===== config.mk =====
export PLATFORM = sky130hd
export DESIGN_NAME = bba_level_counts
export DESIGN_NICKNAME = d
export VERILOG_FILES = /design/src/rtl/buddy_block_allocator_top_macros.svh /design/src/rtl/bba_pkg.sv /design/src/rtl/bba_level_counts.sv
export SDC_FILE = /design/constraint.sdc
export NUM_CORES = 1
export LEC_CHECK = 0
export BUFFER_PORTS_ARGS = -buffer_cell sky130_fd_sc_hd__buf_2
export CORE_UTILIZATION = 32
export CTS_CLUSTER_DIAMETER = 200
export DETAILED_ROUTE_END_ITERATION = 8
export HOLD_SLACK_MARGIN = 0.03
export PLACE_DENSITY = 0.49
export SYNTH_ARGS = -nofsm -noshare
export SYNTH_HDL_FRONTEND = slang
export SYNTH_SLANG_ARGS = --single-unit
export TNS_END_PERCENT = 50

===== constraint.sdc =====
create_clock -name clk -period 9.3 [get_ports clk]
set_input_delay 1.395 -clock clk [delete_from_list [all_inputs] [get_ports clk]]
set_output_delay 1.395 -clock clk [all_outputs]
set_load 0.1 [all_outputs]

===== src/rtl/buddy_block_allocator_top_macros.svh =====
// ----------------------------------------------------------------------------
// buddy_block_allocator_top_macros
// Assertion helpers for the buddy allocator.
// ----------------------------------------------------------------------------
`ifndef BUDDY_BLOCK_ALLOCATOR_TOP_MACROS_SVH
`define BUDDY_BLOCK_ALLOCATOR_TOP_MACROS_SVH

// same-cycle implication
`define BBA_ASSERT_IMP(lbl, ante, cons, msg) \
    lbl: assert property (@(posedge clk) disable iff (!rst_n) (ante) |-> (cons)) \
        else $error(msg);

// next-cycle implication
`define BBA_ASSERT_NXT(lbl, ante, cons, msg) \
    lbl: assert property (@(posedge clk) disable iff (!rst_n) (ante) |=> (cons)) \
        else $error(msg);

`endif


===== src/rtl/bba_pkg.sv =====
// ----------------------------------------------------------------------------
// bba_pkg
// Types and constants shared by the buddy block allocator.
// ----------------------------------------------------------------------------
package bba_pkg;

    localparam int HEAP_LOG2      = 16;
    localparam int MIN_BLOCK_LOG2 = 5;
    localparam int HEADER_BYTES   = 16;
    localparam int LEAF_LEVEL     = HEAP_LOG2 - MIN_BLOCK_LOG2;
    localparam int LVL_COUNT      = LEAF_LEVEL + 1;
    localparam int LVL_BITS       = $clog2(LVL_COUNT);
    localparam int NODE_BITS      = LEAF_LEVEL + 1;
    localparam int CNT_BITS       = LEAF_LEVEL + 1;
    localparam int ADDR_BITS      = 48;
    localparam int SIZE_BITS      = 32;
    localparam int LFB_BITS       = 23;

    localparam logic [ADDR_BITS-1:0] BASE_RESET = 48'h600000;

    localparam logic OP_ALLOC = 1'b0;
    localparam logic OP_FREE  = 1'b1;

    typedef struct packed {
        logic                 op;
        logic [SIZE_BITS-1:0] request_size;
        logic [ADDR_BITS-1:0] release_address;
    } bba_req_t;

    typedef struct packed {
        logic [ADDR_BITS-1:0] granted_address;
        logic                 ok;
        logic [LFB_BITS-1:0]  largest_free_bytes;
    } bba_rsp_t;

    typedef struct packed {
        logic free_mark;
        logic alloc_mark;
    } bba_entry_t;

    typedef struct packed {
        logic                inc_en;
        logic [LVL_BITS-1:0] inc_lvl;
        logic                dec_en;
        logic [LVL_BITS-1:0] dec_lvl;
    } bba_cnt_upd_t;

    typedef struct packed {
        logic [LVL_COUNT-1:0] nonzero;
        logic [LFB_BITS-1:0]  largest_bytes;
    } bba_cnt_stat_t;

endpackage


===== src/rtl/bba_level_counts.sv =====
// ----------------------------------------------------------------------------
// bba_level_counts
// Free block count per tree level and the largest free block size.
// ----------------------------------------------------------------------------
module bba_level_counts
    import bba_pkg::*;
(
    input  logic          clk,
    input  logic          rst_n,
    input  bba_cnt_upd_t  upd,
    output bba_cnt_stat_t stat
);

    logic [CNT_BITS-1:0] cnt_reg  [LVL_COUNT];
    logic [CNT_BITS-1:0] cnt_next [LVL_COUNT];

    always_comb
    begin
        for (int l = 0; l < LVL_COUNT; l++)
        begin
            cnt_next[l] = cnt_reg[l];
            if (upd.inc_en && (upd.inc_lvl == LVL_BITS'(l)))
            begin
                cnt_next[l] = cnt_next[l] + CNT_BITS'(1);
            end
            if (upd.dec_en && (upd.dec_lvl == LVL_BITS'(l)))
            begin
                cnt_next[l] = cnt_next[l] - CNT_BITS'(1);
            end
        end
    end

    always_ff @(posedge clk or negedge rst_n)
    begin
        if (!rst_n)
        begin
            for (int l = 0; l < LVL_COUNT; l++)
            begin
                cnt_reg[l] <= (l == 0) ? CNT_BITS'(1) : '0;
            end
        end
        else
        begin
            for (int l = 0; l < LVL_COUNT; l++)
            begin
                cnt_reg[l] <= cnt_next[l];
            end
        end
    end

    always_comb
    begin
        stat.largest_bytes = '0;
        for (int l = 0; l < LVL_COUNT; l++)
        begin
            stat.nonzero[l] = (cnt_reg[l] != '0);
        end
        // coarsest level with a free block wins
        for (int l = LVL_COUNT - 1; l >= 0; l--)
        begin
            if (stat.nonzero[l])
            begin
                stat.largest_bytes = LFB_BITS'(1) << (HEAP_LOG2 - l);
            end
        end
    end

endmodule


=== Word-level counts from Yosys, hierarchy flattened ===
Index checks and enable logic that the tools add are counted.

* Register bits: 144
* Bits in latches: 0
* Memory bits (writable): 0
* ROM bits: 0
* Input bits: 12
* Output and inout bits: 35
* Memories: 0

* Add/subtract/negate cells: 24
* Multipliers: 0
* Div/mod/pow operators: 0
* $lt $le $gt $ge: 0
* Equal/unequal tests: 22
* Shifts and indexed selects: 0
* Mux-type cells: 36
* Bitwise gates (word level): 0
* Reductions and logical operators: 38

{| class="wikitable"
|+ Operator list
! kind !! count
|-
| 12-bit 2-to-1 mux || 24
|-
| 23-bit 2-to-1 mux || 11
|-
| 12-bit by 1-bit adder with 12-bit output (second input constant) || 12
|-
| 12-bit nonzero test || 12
|-
| 12-bit by 1-bit subtractor with 12-bit output (second input constant) || 12
|-
| 4-bit by 3-bit == test with 1-bit output (second input constant) || 8
|-
| 4-bit == test (second input constant) || 8
|-
| 1-bit logical AND || 24
|-
| 4-bit by 2-bit == test with 1-bit output (second input constant) || 4
|-
| 4-bit by 1-bit == test with 1-bit output (second input constant) || 2
|-
| 4-bit logical NOT || 2
|-
| 6-bit 2-to-1 mux || 1
|}

=== Logic depth before layout (Yosys ltp) ===
* Depth after elaboration: 13
* Mapped depth: 13
* Gate-level depth less buffers: 10

=== Least setup slack after synthesis ===
No wires, ideal clock.

* Path type: register to output
* Start: register cnt_reg[122] (netlist name)
* End: output port stat[11] (netlist name)
* Data arrival time: 5.731 ns
* Data required time: 7.905 ns
* Setup slack: 2.174 ns
* Stages on the path, launching flop included: 6
* Path buffers: 1
* Path through: dfrtp_1 > clkbuf_1 > nor4_1 > nand4_1 > or3_4 > nor4b_1

{| class="wikitable"
|+ RTL lines
! element !! line !! source
|-
| from (decl) || bba_level_counts.sv:14 || <nowiki>logic [CNT_BITS-1:0] cnt_reg [LVL_COUNT];</nowiki>
|-
| from (signal, indexed assignment) || bba_level_counts.sv:39 || <nowiki>cnt_reg[l] <= (l == 0) ? CNT_BITS'(1) : '0;</nowiki>
|-
| from (signal, indexed assignment) || bba_level_counts.sv:46 || <nowiki>cnt_reg[l] <= cnt_next[l];</nowiki>
|-
| to (decl) || bba_level_counts.sv:11 || <nowiki>output bba_cnt_stat_t stat</nowiki>
|}

==> impl_metrics.tcl <==
set metrics [dict create \
    reg2reg_from "cnt_reg[24]$_DFF_PN0_" \
    leakagePower_nw 4.98 \
    grt_max_degree 89 \
    fmax_mhz 197 \
    ant_nets 0 \
    seq_power_share_pct 37.9 \
    status "finished, final reports clean" \
    syn_avg_cell_area_sq_um 8.49 \
    io_pins 47 \
    mostFrequentLayoutCell "xnor2_1" \
    cts_inserted_buffers 17 \
    worstSetupStartpoint "cnt_reg[133]$_DFF_PN0_" \
    ys_types 88 \
    synth_edf_count 0 \
    combPwrFrac_pct 42.4 \
    io_buffers 35 \
    reg2reg_slack_ps 6550 \
    clockBufferDepth 2 \
    num_vias 10021 \
    grt_pass1_vias 9488 \
    switchingPower_mw 1.53 \
    tightest_slew_ps 1100 \
    hold_path_class "reg2reg" \
    cp.required_ps 7910 \
    hold_violations 0 \
    yosys_warnings 0 \
    maxCapViolations 0 \
    gp_congestion 0.847 \
    maxSlewHeadroom_pct 25.9 \
    grt_pass1_wl_mm 51.0 \
    fin_crit_ps 5080 \
    postCtsResizedCells 0 \
    crit_path_end_kind "primary output" \
    fin_crit_sh_pct 54.7 \
    path_cells "inv_1 > ha_1 > or4b_1 > or4_4 > or3_4 > nand2b_4 > or4_4 > nor3_1 > buf_2" \
    layout.nets 1422 \
    finalSetupTns_ps 0 \
    num_rows 70 \
    cts.sinks 144 \
    postLayoutCoreUtil_pct 35.1 \
    ctsHtreeMaxLevel 4 \
    worstSkewPairLatency_ps 440 \
    largest_register_ffs 144 \
    start_util_pct 32.5 \
    ir_drop_mv 0.145 \
    drv_slew 0 \
    fill_cells 3762 \
    via_per_inst 5.40 \
    grt_usage_pct 16.6 \
    postCtsSetupBuffers 0 \
    startpoint_type "flip-flop" \
    synth_area_sq_um 11900 \
    dieArea_sq_um 38100 \
    antenna_found_initial 0 \
    cts_tree "done" \
    wl_per_cell_um 16.5 \
    finalPower_mw 3.43 \
    cpMostUsedCell "or4_4" \
    drtIter0Drc 603 \
    async_reset_ff_share_pct 100 \
    antenna_cells 0 \
    postSynthCellCount 1405 \
    setup_viol 0 \
    drive_above_1_share_pct 8.36 \
    crit_slowest_cell "or4_4" \
    ys_ff_latch 144 \
    ctsHoldBuffers 0 \
    switching_share_pct 44.7 \
    min_from "cnt_reg[83]$_DFF_PN0_" \
    die_y_um 195 \
    pwr-share-clk_pct 19.7 \
    detail_route.wirelength_mm 30.7 \
    drc 0 \
    die_x_um 195 \
    mostFrequentLayoutCells "157 x xnor2_1, 143 x dfrtp_1, 105 x nor2_1" \
    dp_hpwl_mm 22.3 \
    arrival_ps 3690 \
    core_sq_um 36700 \
    dr.pass1.iters 5 \
    ys_dominant_reg_cell "dfrtp_1" \
    cts.clk_slew.worst_paths_ps 60 \
    powerDensity_nw_per_um2 266 \
    skew_ps 13.4 \
    p_int_mw 1.90 \
    synthToLayoutAreaGrowth_pct 7.98 \
    cts_root_buf "clkbuf_16" \
    crit_fanout 5 \
    cp_slowest_stage_delay_ps 550 \
    grt-ovfl-total 0 \
    setup.worst_path.class "reg2out" \
    rsz0062_at_grt "false" \
    ys_seq_area_share_pct 30.2 \
]
cells in the mapped netlist, types with 25 or more instances:
cell type / n / share of area [%]
xnor2_1: 157 / 12
dfrtp_1: 143 / 30
nor2_1: 105 / 3.3
nand2_1: 84 / 2.6
nand3_1: 78 / 3.3
clkbuf_1: 75 / 2.4
nor3_1: 67 / 2.8
xor2_1: 67 / 4.9
inv_1: 49 / 1.5
nand4_1: 47 / 2.5
mux2i_1: 46 / 3.9
nor4_1: 42 / 2.2
and3_1: 39 / 2.0
ha_1: 36 / 3.8
a21oi_1: 25 / 1.0
area by class of cell:
class | instances | area [sq um] | area share [%]
multi-input cells | 1119 | 7710 | 59.9
clock buffers | 26 | 499 | 3.87
flip-flops and latches | 144 | 3600 | 28.0
repair buffers | 43 | 241 | 1.87
clock inverters | 6 | 57.6 | 0.447
well taps | 468 | 586 | 4.54
inverters | 49 | 184 | 1.43
critical path, delay by kind of cell (launching register included):
| kind | cells | cell delay (ps) |
|---|---|---|
| adders and majority gates | 1 | 140 |
| buffers and inverters | 2 | 550 |
| DFF | 1 | 410 |
| and+or+nand+nor | 6 | 2150 |
final timing paths:
path	endpoint	cells past startpoint
setup / recovery	stat[6]	9
setup reg to reg	cnt_reg[32]$_DFF_PN0_	9
max in group asynchronous	cnt_reg[103]$_DFF_PN0_	2
hold reg to reg	cnt_reg[83]$_DFF_PN0_	1
hold / removal	cnt_reg[83]$_DFF_PN0_	1
min in group asynchronous	cnt_reg[30]$_DFF_PN0_	1
cell families after synthesis:
group | Yosys count | share of synthesized area (%)
and+or+nand+nor | 620 | 29.0
xor gates and xnor gates | 224 | 16.4
AOI/OAI and AO/OA | 175 | 10.6
buffers and inverters | 152 | 5.47
DFF | 144 | 30.2
muxes | 53 | 4.52
adders and majority gates | 36 | 3.77
other | 1 | 0.0314
power groups by stage:
| stage | Clock (mW) | Sequential (mW) | Combinational [mW] |
|---|---|---|---|
| final | 0.675 | 1.30 | 1.45 |
| after global routing | 0.720 | 1.36 | 1.64 |
| after CTS | 0.698 | 1.29 | 1.46 |
| after detailed placement | 0 | 1.30 | 1.45 |
| after global placement | 0 | 1.30 | 1.44 |
| after floorplan | 0 | 1.04 | 1.41 |
routing by layer:
layer | vias up | track usage (%) | share of wire [%]
met5 | - | 0 | 0
met4 | 0 | 4.52 | 1.4
met3 | 23 | 2.68 | 3.5
met2 | 180 | 26.4 | 46
met1 | 4822 | 23.2 | 49
li1 | 4996 | - | -
metrics by stage:
step / hold slack (ps) / cell area (sq um) / setup WS [ps] / instances
final: 474 / 12900 / 4220 / 1855
after CTS: 476 / 12900 / 4180 / 1855
after detailed placement: 466 / 12300 / 4650 / 1823
after floorplan: 443 / 12000 / 2170 / 1415
after global placement: 465 / 12300 / 4700 / 1823
after global routing: 502 / 12900 / 4040 / 1855
Note: power is estimated with default switching activity, not from simulation.
